--- src/sv/ifct_pkg.sv ---
// ifct_pkg: shared types, constants and codes for the fragment context tracker
// no dependencies
`default_nettype none
package ifct_pkg;
  localparam int CONTEXTS_DEF = 16;
  localparam int CTX_IDX_W = 6;
  localparam logic [16:0] COLLECT_MAX = 17'h1FFFF;
  localparam logic [15:0] TIMEOUT_RST = 16'd30;
  localparam logic [16:0] MAX_BYTES_RST = 17'd65535;

  typedef enum logic [2:0] {
    EV_QUEUED   = 3'd0,
    EV_COMPLETE = 3'd1,
    EV_OVERRUN  = 3'd2,
    EV_OVERSIZE = 3'd3,
    EV_EXPIRED  = 3'd4,
    EV_FULL     = 3'd5
  } event_t;

  typedef enum logic [0:0] {
    CFG_TIMEOUT   = 1'b0,
    CFG_MAX_BYTES = 1'b1
  } cfg_idx_t;

  typedef enum logic [2:0] {
    ST_IDLE, ST_MATCH, ST_UPDATE, ST_REPORT, ST_SCAN
  } state_t;

  typedef struct packed {
    logic        op;
    logic [15:0] frag_id;
    logic [31:0] src_addr;
    logic [7:0]  proto;
    logic [15:0] flags_offset;
    logic [15:0] total_len;
    logic [3:0]  header_words;
    logic [15:0] payload_bytes;
  } in_item_t;

  typedef struct packed {
    logic [2:0]  event_res;
    logic [5:0]  context_res;
    logic [7:0]  frag_count;
    logic [16:0] datagram_bytes;
    logic        last;
  } out_item_t;

  // one context entry
  typedef struct packed {
    logic        valid;
    logic [55:0] key;
    logic [16:0] collected;
    logic        req_known;
    logic [16:0] required;
    logic [16:0] max_end;
    logic [7:0]  count;
    logic [31:0] start_time;
  } ctx_t;

  // control from sequencer to each cell
  typedef struct packed {
    logic        do_write;
    logic        do_clear;
  } cell_ctl_t;
endpackage
`default_nettype wire

--- src/sv/ifct_cell.sv ---
// ifct_cell: one context slot; holds its entry and passes the hit and free chain bits to its neighbor
// depends on ifct_pkg
`default_nettype none
module ifct_cell
  import ifct_pkg::*;
(
  input  wire logic      clk,
  input  wire logic      rst_n,
  input  wire logic [55:0] key_i,
  input  wire logic      hit_i,      // a lower cell already matched
  output logic           hit_o,
  input  wire logic      free_i,     // a lower cell already free
  output logic           free_o,
  output logic           match_o,
  output logic           empty_o,
  input  wire cell_ctl_t ctl_i,
  input  wire ctx_t      wr_i,
  output ctx_t           ent_o
);
  ctx_t ent_r;
  logic valid_r;

  assign match_o = valid_r && (ent_r.key == key_i);
  assign empty_o = !valid_r;
  assign hit_o   = hit_i || match_o;
  assign free_o  = free_i || !valid_r;

  always_ff @(posedge clk) begin
    if (!rst_n) begin
      valid_r <= 1'b0;
    end else if (ctl_i.do_write) begin
      valid_r <= wr_i.valid;
    end else if (ctl_i.do_clear) begin
      valid_r <= 1'b0;
    end
  end

  always_ff @(posedge clk) begin
    if (ctl_i.do_write) begin
      ent_r <= wr_i;
    end
  end

  always_comb begin
    ent_o = ent_r;
    ent_o.valid = valid_r;
  end
endmodule
`default_nettype wire

--- config.mk ---
export PLATFORM = sky130hd
export DESIGN_NAME = ifct_cell
export DESIGN_NICKNAME = d
export VERILOG_FILES = /design/src/sv/ifct_pkg.sv /design/src/sv/ifct_cell.sv
export SDC_FILE = /design/constraint.sdc
export NUM_CORES = 1
export LEC_CHECK = 0
export BUFFER_PORTS_ARGS = -buffer_cell sky130_fd_sc_hd__buf_2
export CAP_MARGIN = 5
export CORE_AREA = 4 4 139 141
export CTS_CLUSTER_SIZE = 20
export DETAILED_ROUTE_END_ITERATION = 6
export DIE_AREA = 0 0 143 145
export SYNTH_ARGS = -nofsm -noshare
export SYNTH_HDL_FRONTEND = slang
export SYNTH_SLANG_ARGS = --single-unit
--- constraint.sdc ---
create_clock -name clk -period 2.75 [get_ports clk]
set_input_delay 0.6875 -clock clk [delete_from_list [all_inputs] [get_ports clk]]
set_output_delay 0.6875 -clock clk [all_outputs]
set_load 0.01 [all_outputs]
==> run summary, run 1 <==
The run finished, with violations left. The final reports fail on negative setup slack. The I/O pin total is 364, and the level count of the clock H-tree is 4. Setup total negative slack on the finished layout was measured at -0.363 ns.

The number of pins with negative max-slew slack in the final report is 0, and the floorplan die width is 143 um. The clock net in this run drives a total of 149 sinks. The worst slew margin relative to its limit was 0.717.

Setup repair after global routing could not meet its margin everywhere. The number of global-route vias before repair was 4006. The complex-gate fraction of the synthesized area was 0.0160. For this run, the leading register cell type out of synthesis is sky130_fd_sc_hd__edfxtp_1.

The fraction of layout cells with a size suffix above 1 is 0.632, and the number of design-rule violations left by the first detailed-router iteration is 123. The largest family of logic cells by synthesized area is XOR/XNOR gates. During placement, the flow inserted port buffers numbering 363. A synthesized cell averages 21.5 um2. The floorplan has 49 rows. Counting flops and latches in the post-synthesis netlist gives 149. Entering global routing, the biggest net connects 58 pins. The initial cell density of the core came out at 0.287. At the later pin of the worst-skew pair, clock insertion delay measures 0.41 ns.

For this design, the CTS-stage hold fixing added 0 buffers. For this block, the routed nets add up to 15.1 mm of wire. In this run the vertical extent of the chip is 145 um.

In the routed design, unresolved DRC markers number 0. The final count of negative-setup-slack endpoints is 2. TritonCTS built the clock tree. The cell family contributing the most delay on the critical path is simple AND/OR/NAND/NOR gates. The area of the die was 20700 um2; the async set or reset register ratio after synthesis was 0. Sort of element at the end of the critical path: an output port. The area share of fa/ha/maj cells after synthesis is 0. The number of distinct standard cells referenced by the synthesized netlist is 21.

The final-stage net count came out at 840. Smallest hold slack: 0.443 ns. 0 antenna diodes ended up in the layout. Yosys mapped a number of flops with a built-in enable equal to 148. The mux share of post-synthesis cell area was 0; the delay contributed by the slowest stage of the critical path was 0.44 ns. The time the worst path needs with I/O delays and setup was 2.97 ns; the remaining antenna violation count after routing was 0. The final cycle utilization of the critical path came out at 1.08. The number of placed cells counting well taps is 837.

The buffer cell driving the clock tree root was sky130_fd_sc_hd__clkbuf_16. The leftover overflow at the end of global routing is 0. For the core region area, the log shows 18000 um2.

In this run the power density over the cells is 702 nW/um2. The xor-xnor portion of the synthesized cell area is 0.0833. The total CTS buffers is 17, and the number of max-cap violations is 0. The run gives 1 as the number of antenna violations at the first check in global routing. Walking the worst path, the cells encountered are xnor2_1 -> nand4_1 -> nor4_2 -> buf_4 -> nand4_1 -> o41ai_2 -> buf_2. The logs give 2.06 ns for the data required time at the worst endpoint and 871 for the count of non-filler cells in the finished layout. The post-CTS clock slew at the launch and capture registers of the worst setup and hold paths came out at 0.07 ns. For the maximum vdd ir drop, the log shows 0.390 mV. The critical path is of the flip-flop to output port type. The worst setup path is launched from a flip-flop. The hold violation count in the final report was 0. Relative to the synthesized area, the layout overhead comes to 53.6%. The synthesized net count is 451.

The first global-routing pass estimated 22.1 mm of wire. The cell with the biggest individual delay on the critical path was sky130_fd_sc_hd__edfxtp_1. Before antenna repair, the detailed router went through 6 iterations.

The clock passes through at most 2 buffers. Of all nets on the critical path, the largest fanout is 2. Worst path setup slack after routing: -0.216 ns. The simple-gate portion of the synthesized area works out to 0.0265.

In this run the worst hold path is classified as input pin to flip-flop. The critical path arrival is 2.28 ns, and the routed via count divided by cell count is 4.20. The tools report the via total after detailed routing as 3656. At the pin with the least slew margin, the transition time is 0.425 ns.

The logs give 0.142 for the combined global-route utilization of all metal layers and 240 for the count of mapped cells out of synthesis. The combined buffer and inverter count along the critical path was 2. After legalization and detailed placement, the total HPWL measured 12.4 mm.

For the cell area after synthesis, the log shows 5150 um2. The cell seen most often among critical-path stages was sky130_fd_sc_hd__nand4_1. The top achievable clock speed came out at 337 MHz. The sequential area share after synthesis was 0.866; the leakage dissipation was 3.45 nW. The clock arrives with 0 ns of skew. In the final routed layout, each cell accounts on average for 17.4 um.

For this run, the number of Yosys warnings is 0. The placer's final routability congestion estimate came out at 0.865.
-- repair_timing --
action	CTS	global route
buffers inserted	0	2
resized for setup	2	0
pin swaps	1	2
endpoints found under the setup margin	2	2
-- layout by cell type (no fill, tap or decap) --
cell type and instances:
sky130_fd_sc_hd__buf_2 362, sky130_fd_sc_hd__edfxtp_1 148, sky130_fd_sc_hd__xor2_1 30, sky130_fd_sc_hd__xnor2_1 19, sky130_fd_sc_hd__clkbuf_16 17, sky130_fd_sc_hd__inv_1 9
sky130_fd_sc_hd__nor4_1 7, sky130_fd_sc_hd__nand4_1 7, sky130_fd_sc_hd__inv_6 6, sky130_fd_sc_hd__buf_4 6, sky130_fd_sc_hd__inv_8 3, sky130_fd_sc_hd__nor4_2 2
sky130_fd_sc_hd__nand2_1 2, sky130_fd_sc_hd__nor2b_1 2, sky130_fd_sc_hd__nor3_1 2, sky130_fd_sc_hd__clkinvlp_4 2, sky130_fd_sc_hd__clkinv_4 2, sky130_fd_sc_hd__buf_12 2
sky130_fd_sc_hd__a2bb2oi_1 1, sky130_fd_sc_hd__o22ai_1 1, sky130_fd_sc_hd__a221oi_1 1, sky130_fd_sc_hd__o21ai_1 1, sky130_fd_sc_hd__o221ai_1 1, sky130_fd_sc_hd__a2111oi_2 1
sky130_fd_sc_hd__o2111ai_1 1, sky130_fd_sc_hd__o41ai_2 1, sky130_fd_sc_hd__nand2b_1 1, sky130_fd_sc_hd__a21oi_1 1, sky130_fd_sc_hd__clkbuf_1 1, sky130_fd_sc_hd__clkinv_8 1
sky130_fd_sc_hd__buf_6 1, sky130_fd_sc_hd__dfxtp_1 1
-- cell type report --
| class | instances | area (um2) |
|---|---|---|
| fillers | 1648 | 10000 |
| multi-input cells | 81 | 661 |
| clock inverters | 14 | 135 |
| flip-flops and latches | 149 | 4460 |
| inverters | 9 | 33.8 |
| well taps | 229 | 287 |
| repair buffers | 371 | 1910 |
| clock buffers | 18 | 429 |
-- layer usage --
metal / share of wire / track usage / routed length, um / vias up
met5: 0.00086 / 0 / 13 / -
met4: 0.023 / 0.0642 / 354 / 2
met3: 0.11 / 0.0609 / 1680 / 24
met2: 0.54 / 0.255 / 8180 / 215
met1: 0.32 / 0.141 / 4920 / 1706
li1: - / - / - / 1709
-- state kept, by name, indices dropped and copies added, names as in the netlist --
name and flops:
ent_o 148, valid_r 1
-- cells in the mapped netlist (2+ instances only) --
| cell type | number | area share |
|---|---|---|
| sky130_fd_sc_hd__nor2b_1 | 2 | 0.0024 |
| sky130_fd_sc_hd__nand2_1 | 2 | 0.0015 |
| sky130_fd_sc_hd__xor2_1 | 30 | 0.051 |
| sky130_fd_sc_hd__nor4_1 | 9 | 0.011 |
| sky130_fd_sc_hd__xnor2_1 | 19 | 0.032 |
| sky130_fd_sc_hd__nand4_1 | 7 | 0.0085 |
| sky130_fd_sc_hd__edfxtp_1 | 148 | 0.86 |
| sky130_fd_sc_hd__inv_1 | 9 | 0.0066 |
| sky130_fd_sc_hd__nor3_1 | 2 | 0.0019 |
-- where the power goes --
| group | switching [mW] | internal, mW |
|---|---|---|
| clock | 0.992 | 1.20 |
| sequential | 0.0726 | 2.70 |
| combinational | 0.308 | 0.285 |
| total | 1.37 | 4.18 |
-- stage by stage --
stage	worst slack (ns)	power, mW	utilization	cell area [um2]
2_1_floorplan	0.295	3.00	-	5150
4_1_cts	-0.288	5.66	0.440	7900
6_report	-0.216	5.56	0.441	7920
3_3_place_gp	-0.293	3.40	0.408	7330
3_5_place_dp	-0.279	3.42	0.408	7330
5_1_grt	-0.368	5.83	0.441	7920
-- path summary, 6_finish.rpt --
| path | cells after the start | to | slack [ns] | start |
|---|---|---|---|---|
| hold / removal | 1 | ent_o[75]$_DFFE_PP_ | 0.44 | wr_i[75] |
| setup reg to reg | 4 | valid_r$_SDFFE_PN0P_ | 1.88 | valid_r$_SDFFE_PN0P_ |
| setup / recovery | 7 | hit_o | -0.22 | ent_o[138]$_DFFE_PP_ |
| hold reg to reg | 4 | valid_r$_SDFFE_PN0P_ | 0.75 | valid_r$_SDFFE_PN0P_ |
-- kinds of logic (layout without fill, tap and decap cells) --
logic type      Yosys count  in the layout
simple gates             23             23
compound gates            9              9
xor+xnor                 49             49
flops                   149            149
buf+inv                  10            412
Note: power is estimated with default switching activity, not from simulation.
==> run 2, diff against run 1 <==
CORE_AREA = 2 2 141 143   (was 4 4 139 141)
==> run 2 against run 1 <==
Power increased by 1.8%; cell area increased by 1.1%; largest cell class unchanged; first-iteration DRC count increased by 9.8%; wire length decreased by 4.3%; the run still ends with negative setup slack left; cell count increased by 4.1%; count of clock-buffer cells in the layout unchanged.
==> run summary, run 2 (synthesized netlist as in run 1, its figures left out) <==
The maximum number of pins on one net before global-route repair is 60, and the switching power share of the total is 0.244. For the fraction of the core area covered by cells at the end of the flow, the log shows 0.417. The endpoint identified for the worst register-to-register timing path is valid_r$_SDFFE_PN0P_. The floorplan step defined a die boundary enclosing 20700 um2. From synthesis to final layout, the design area changed by 55.3%. For the global-route wire length before repair, the log shows 21.3 mm.

The worst path needs 2.89 ns of the cycle, external delays included. Among cell families on the critical path, the largest total delay comes from simple AND/OR/NAND/NOR gates. The initial cell density of the core came out at 0.268. The top cell types in the final layout, fill and taps aside, are sky130_fd_sc_hd__buf_2, sky130_fd_sc_hd__edfxtp_1, sky130_fd_sc_hd__xor2_1. After layout, the design draws a total of 5.66 mW. Summed over all nets, the switching power comes to 1.38 mW. Summed over all layers, the global routing overflow is 0. 364 I/O pins were placed. Beginning of the worst register-to-register path: valid_r$_SDFFE_PN0P_. The worst slew margin relative to its limit is 0.769. The setup path with the least slack is of type flip-flop to output port. The cell seen most often among critical-path stages is sky130_fd_sc_hd__nand4_1. The combinational share of power was 0.104.

The flow ran to the end, but the final reports show violations. No sink is reached through more buffers than the 2 on the longest clock path. The logs give 0 for the remaining antenna violation count after routing and 3718 for the via total after detailed routing.

TritonCTS created 17 clock buffers. The final layout contains routed wiring with a total length of 14.5 mm. Together, buffers and inverters on the worst path number 2. The tools report the register-to-register setup slack as 1.90 ns.

The fraction of layout cells with a size suffix above 1 was 0.633; the maximum vdd ir drop was 0.373 mV. The tools report the insertion delay to the later sink of the worst-skew pair as 0.40 ns. The combined global-route utilization of all metal layers was 0.138. The tools report the launch instance of the worst min-delay path as wr_i[46]. In this run the clock root is driven by a sky130_fd_sc_hd__clkbuf_16. The first detailed-routing pass ran for 6 iterations. Setup repair after global routing could not meet its margin everywhere.

The run gives 1 as the number of antenna violations at the first check in global routing. The die is 145 um tall. Setup violations remaining at the end of the flow were counted as 2. The critical path arrival came out at 2.21 ns. Hold repair after CTS inserted 0 buffers. The library cell used most frequently in the layout, excluding fill and tap cells, is sky130_fd_sc_hd__buf_2. TritonCTS built the clock tree. Port buffering added 363 buffers.

For this design the ratio of total power to cell area is 707 nW/um2. The hold violation count in the final report was 0. The worst hold path terminates at ent_o[46]$_DFFE_PP_.

Final cycle utilization of the critical path: 1.05. The core region area was 19200 um2; the post-route clock skew was 0 ns. The worst hold path cell count was 1; the number of flip-flops under the largest register name was 148. The sort of element at the end of the critical path was an output port. The tools report the top achievable clock speed as 346 MHz. The worst path setup slack after routing is -0.143 ns, and the data required time at the worst endpoint is 2.06 ns.

For the worst flop-to-flop path, the logic depth is 4. In this run, the number of DRC markers left after iteration 0 of detailed routing was 135. In the final design database the tool counted 839 nets. The type of the tightest min-delay check is input pin to flip-flop. The sequential cell fraction of total power was 0.491. In this run the worst setup path begins at ent_o[98]$_DFFE_PP_. In this run the worst path has a maximum fanout of 2.

The filler cells instantiated in the layout total 1813. The clock network fraction of design power was 0.405; the routed via count divided by cell count was 4.10. For the leakage dissipation, the log shows 3.48 nW. The row count is 51, and the post-DP HPWL is 11.6 mm. The checks that failed: negative setup slack. The CTS sink count is 149. The slowest stage of the critical path belongs to the cell sky130_fd_sc_hd__edfxtp_1. Traced cell by cell, the critical path runs through xnor2_1 -> nand4_1 -> nor4_2 -> nand4_1 -> buf_4 -> o41ai_4 -> buf_2. The logs give 0 for the DRC violation count after routing and 679 um2 for the multi-input gate area in the final layout. The number of global-route vias before repair is 4100. The run gives 0 as the number of pins with negative max-slew slack in the final report. STA classifies the critical path startpoint as a flip-flop.

In the final routed layout, each cell accounts on average for 16.0 um. Across the run, the number of max-cap violations was 0. In this design, the stage delay of the slowest critical-path cell is 0.43 ns. Across the whole layout, storage elements account for 4460 um2. Hold timing on the final database bottoms out at a slack of 0.438 ns. The level count of the clock H-tree is 4, and the floorplan die width is 143 um. Clock-pin slew was measured on the worst setup and hold paths at 0.07 ns. Transition time at the pin with the least slew margin: 0.346 ns.

Internal power comes to 4.28 mW. The placer's final routability congestion estimate came out at 0.820.
==> run 2: cell count changes in the layout (fill, tap and decap cells not counted) <==
cell                        previous run  this run
sky130_fd_sc_hd__inv_6                 6         3
sky130_fd_sc_hd__o2111ai_2             0         1
sky130_fd_sc_hd__o2111ai_1             1         0
sky130_fd_sc_hd__nor4_1                7         8
sky130_fd_sc_hd__bufinv_16             0         1
sky130_fd_sc_hd__diode_2               0         1
sky130_fd_sc_hd__buf_4                 6         5
sky130_fd_sc_hd__o41ai_2               1         0
sky130_fd_sc_hd__o41ai_4               0         1
sky130_fd_sc_hd__xnor2_1              19        18
sky130_fd_sc_hd__nor4_2                2         1
sky130_fd_sc_hd__inv_8                 3         5
sky130_fd_sc_hd__xnor2_2               0         1
==> run 2: how the worst max path moves through the flow <==
| stage | end | slack [ns] | cells after the start |
|---|---|---|---|
| 2_1_floorplan | match_o | 0.30 | 5 |
| 3_3_place_gp | hit_o | -0.22 | 7 |
| 3_5_place_dp | hit_o | -0.28 | 7 |
| 4_1_cts | hit_o | -0.20 | 7 |
| 5_1_grt | hit_o | -0.29 | 7 |
| 6_report | hit_o | -0.14 | 7 |
==> run 2: worst register-to-register path: stages (launching register included) <==
cell and delay, ns:
sky130_fd_sc_hd__dfxtp_1 0.36, sky130_fd_sc_hd__inv_1 0.08, sky130_fd_sc_hd__nor3_1 0.18, sky130_fd_sc_hd__a21oi_1 0.06, sky130_fd_sc_hd__nor2b_1 0.11
==> run 2: power groups by stage <==
stage                     sequential (mW)  combinational [mW]  clock (mW)
after floorplan                      2.91              0.0873           0
after global placement               2.82               0.579           0
after detailed placement             2.83               0.590           0
after CTS                            2.78               0.598        2.37
after global routing                 2.79               0.641        2.47
final                                2.78               0.589        2.29
==> run 2: through the flow <==
stage	cell area [um2]	instances	TNS [ns]	setup slack, ns
after floorplan	5150	240	0	0.295
after global placement	7360	871	-0.429	-0.219
after detailed placement	7360	871	-0.538	-0.284
after CTS	7990	906	-0.367	-0.204
after global routing	8000	906	-0.565	-0.291
final	8000	907	-0.253	-0.143
==> run 2: final cells by class <==
class / instances / area share
Antenna cell: 1 / 0.000313
Clock buffer: 18 / 0.0536
Clock inverter: 14 / 0.0202
Inverter: 9 / 0.00422
Multi-Input combinational cell: 81 / 0.0849
Sequential cell: 149 / 0.558
Tap cell: 265 / 0.0414
Timing Repair Buffer: 370 / 0.237
==> run 2: routing by layer <==
layer | wire, um | part of all wire | up-vias | track usage
li1 | - | - | 1707 | -
met1 | 5210 | 0.36 | 1765 | 0.138
met2 | 7530 | 0.52 | 211 | 0.237
met3 | 1270 | 0.087 | 35 | 0.0604
met4 | 481 | 0.033 | 0 | 0.0752
met5 | 0 | 0 | - | 0
==> run 2: timing repair <==
| action | CTS | global route |
|---|---|---|
| buffers inserted | 3 | 0 |
| resized for setup | 3 | 1 |
| pin swaps | 2 | 4 |
| cloned | 0 | 0 |
| setup endpoints to repair | 2 | 2 |
==> run 3, diff against run 2 <==
SKIP_CTS_REPAIR_TIMING = 1   (was unset)
==> run 3 against run 2 <==
The run still ends with negative setup slack left; worst setup slack got worse by 0.048 ns; first-iteration DRC count down 2.2%; non-clock buffer count shrank 3; sequential share of layout area up 0.24 points; sequential cell count stayed put; via count fell by 0.22%; cell area shrank 0.42%; count of clock-buffer cells in the layout is the same; clock skew unchanged; sequential power about the same; fmax decreased by 1.6%; global-route usage is essentially flat; largest cell class unchanged.
==> run summary, run 3 (synthesized netlist as in run 1, its figures left out) <==
The flow ran to the end, but the final reports show violations. The checks that failed: negative setup slack. The worst hold path cell count is 1. At the end of routability-driven placement, the weighted congestion stood at 0.820. The number of pins with negative max-slew slack in the final report is 0, and the leakage dissipation is 3.45 nW. The power density over the cells came out at 710 nW/um2.

Clock latency on the worst-skew pair, taken at its later pin, is 0.40 ns. The area of the die is 20700 um2, and the hold violation count in the final report is 0. The number of global-route vias before repair is 4075, and the post-route clock skew is 0 ns. CTS saw 149 sinks. For the fraction of the core area covered by cells at the end of the flow, the log shows 0.415. The kind of critical path is flip-flop to output port. Using the TritonRoute via totals, the vias-per-cell ratio works out to 4.10. The worst slew margin relative to its limit was 0.770; the maximum number of pins on one net before global-route repair was 60. For this run, the detailed router's first-pass iteration total came to 4. TritonCTS built the clock tree.

The tools report the total placed instance area as 7360 um2. The beginning of the worst register-to-register path is valid_r$_SDFFE_PN0P_. The number of design-rule violations left by the first detailed-router iteration is 132, and the number of flip-flops under the largest register name is 148. The worst register-to-register path has a setup slack of 1.90 ns. The final cell area excluding filler cells is 7970 um2. Leaving out fill and tap cells, the most frequent cells in the layout are sky130_fd_sc_hd__buf_2, sky130_fd_sc_hd__edfxtp_1, sky130_fd_sc_hd__xor2_1. The run gives 0 as the leftover overflow at the end of global routing. The number of antenna violations at the first check in global routing is 1, and the vertical die dimension is 145 um.

The total of buffers placed on input and output ports is 363. The total CTS buffers was 17. The H-tree generated during clock tree synthesis spans 4 levels.

The tools report the worst min-delay path endpoint as ent_o[92]$_DFFE_PP_. The via total after detailed routing was 3710; the fraction of layout cells with a size suffix above 1 was 0.632. The number of cells on the worst reg-to-reg path is 4.

The initialized floorplan defines 51 standard-cell rows. The final cycle utilization of the critical path was 1.07. The transition time at the pin with the least slew margin works out to 0.346 ns.

The endpoint identified for the worst register-to-register timing path is valid_r$_SDFFE_PN0P_. The number of max-cap violations was 0; the time the worst path needs with I/O delays and setup was 2.94 ns. 364 I/O pins were placed. The buffer cell driving the clock tree root is sky130_fd_sc_hd__clkbuf_16. After detailed routing, the number of remaining DRC violations is 0. At the worst endpoint, the required time is 2.06 ns. Post-CTS clock slew at the launch and capture registers of the worst setup and hold paths: 0.07 ns. The core region area was 19200 um2. The library cell used most frequently in the layout, excluding fill and tap cells, is sky130_fd_sc_hd__buf_2. Along the worst path, the maximum fanout reaches 2.

The final count of negative-setup-slack endpoints was 2; the global-route wire length before repair was 21.2 mm. The remaining antenna violation count after routing was 0; the critical path arrival was 2.25 ns. Counting the fill cells in the layout gives 1812. The longest clock path from root to sink contains 2 buffers.

STA classifies the critical path endpoint as an output port. The final layout contains routed wiring with a total length of 14.4 mm. After legalization and detailed placement, the total HPWL measured 11.6 mm.

Setup repair after global routing could not meet its margin everywhere. STA classifies the critical path startpoint as a flip-flop. The initial cell density of the core is 0.268, and the maximum vdd ir drop is 0.373 mV. The post-synthesis to final-layout area growth was 54.6%; the top achievable clock speed was 340 MHz. The tools report the combined global-route utilization of all metal layers as 0.137. The tools report the launch instance of the worst min-delay path as wr_i[92]. The worst path setup slack after routing is -0.190 ns, and the detail-routed net length per standard cell is 16.0 um. In this run the horizontal extent of the chip is 143 um. The tools report the final-stage net count as 836.

The type of the tightest min-delay check was input pin to flip-flop.
-- run 3: cell types whose count changed in the layout (fill, tap and decap cells not counted) --
cell                      before  now
sky130_fd_sc_hd__o41ai_2       0    1
sky130_fd_sc_hd__o41ai_4       1    0
sky130_fd_sc_hd__buf_4         5    2
-- run 3: power by group --
part           internal [mW]  total [mW]  switching (mW)
clock network           1.29        2.29           0.999
logic                  0.282       0.584           0.302
registers               2.70        2.78          0.0770
-- run 3: worst max-delay path by stage --
stage / slack [ns] / cells past startpoint / from / end
2_1_floorplan: 0.30 / 5 / key_i[38] / match_o
3_3_place_gp: -0.22 / 7 / key_i[4] / hit_o
3_5_place_dp: -0.28 / 7 / key_i[12] / hit_o
4_1_cts: -0.38 / 6 / ent_o[104]$_DFFE_PP_ / hit_o
5_1_grt: -0.30 / 6 / ent_o[124]$_DFFE_PP_ / hit_o
6_report: -0.19 / 6 / ent_o[104]$_DFFE_PP_ / hit_o
-- run 3: cell type report --
type	count	area, um2	share of cell area
timing repair buffer	367	1880	0.236
clock buffer	18	429	0.0539
antenna	1	2.50	0.000314
tap	265	332	0.0416
clock inverter	14	161	0.0203
inverter	9	33.8	0.00424
multi-input combinational	81	668	0.0838
sequential	149	4460	0.560
-- run 3: through the flow --
| stage | setup TNS [ns] | hold WS [ns] | cells | setup slack [ns] | total power [mW] |
|---|---|---|---|---|---|
| after detailed placement | -0.538 | 0.694 | 871 | -0.284 | 3.42 |
| final | -0.336 | 0.439 | 904 | -0.190 | 5.65 |
| after global placement | -0.429 | 0.655 | 871 | -0.219 | 3.40 |
| after floorplan | 0 | 0.677 | 240 | 0.295 | 3.00 |
| after CTS | -0.728 | 0.416 | 903 | -0.384 | 5.74 |
| after global routing | -0.585 | 0.410 | 903 | -0.305 | 5.90 |
-- run 3: per-layer routing --
metal,share of wire,routed length [um],track usage
met5,0,0,0
met4,0.038,552,0.0757
met3,0.090,1300,0.0614
met2,0.51,7420,0.236
met1,0.36,5180,0.137
-- run 3: critical path, stage by stage (launching register included) --
cell	delay [ns]
sky130_fd_sc_hd__edfxtp_1	0.42
sky130_fd_sc_hd__xnor2_1	0.17
sky130_fd_sc_hd__nand4_1	0.15
sky130_fd_sc_hd__nor4_2	0.35
sky130_fd_sc_hd__nand4_1	0.27
sky130_fd_sc_hd__o41ai_2	0.29
sky130_fd_sc_hd__buf_2	0.18
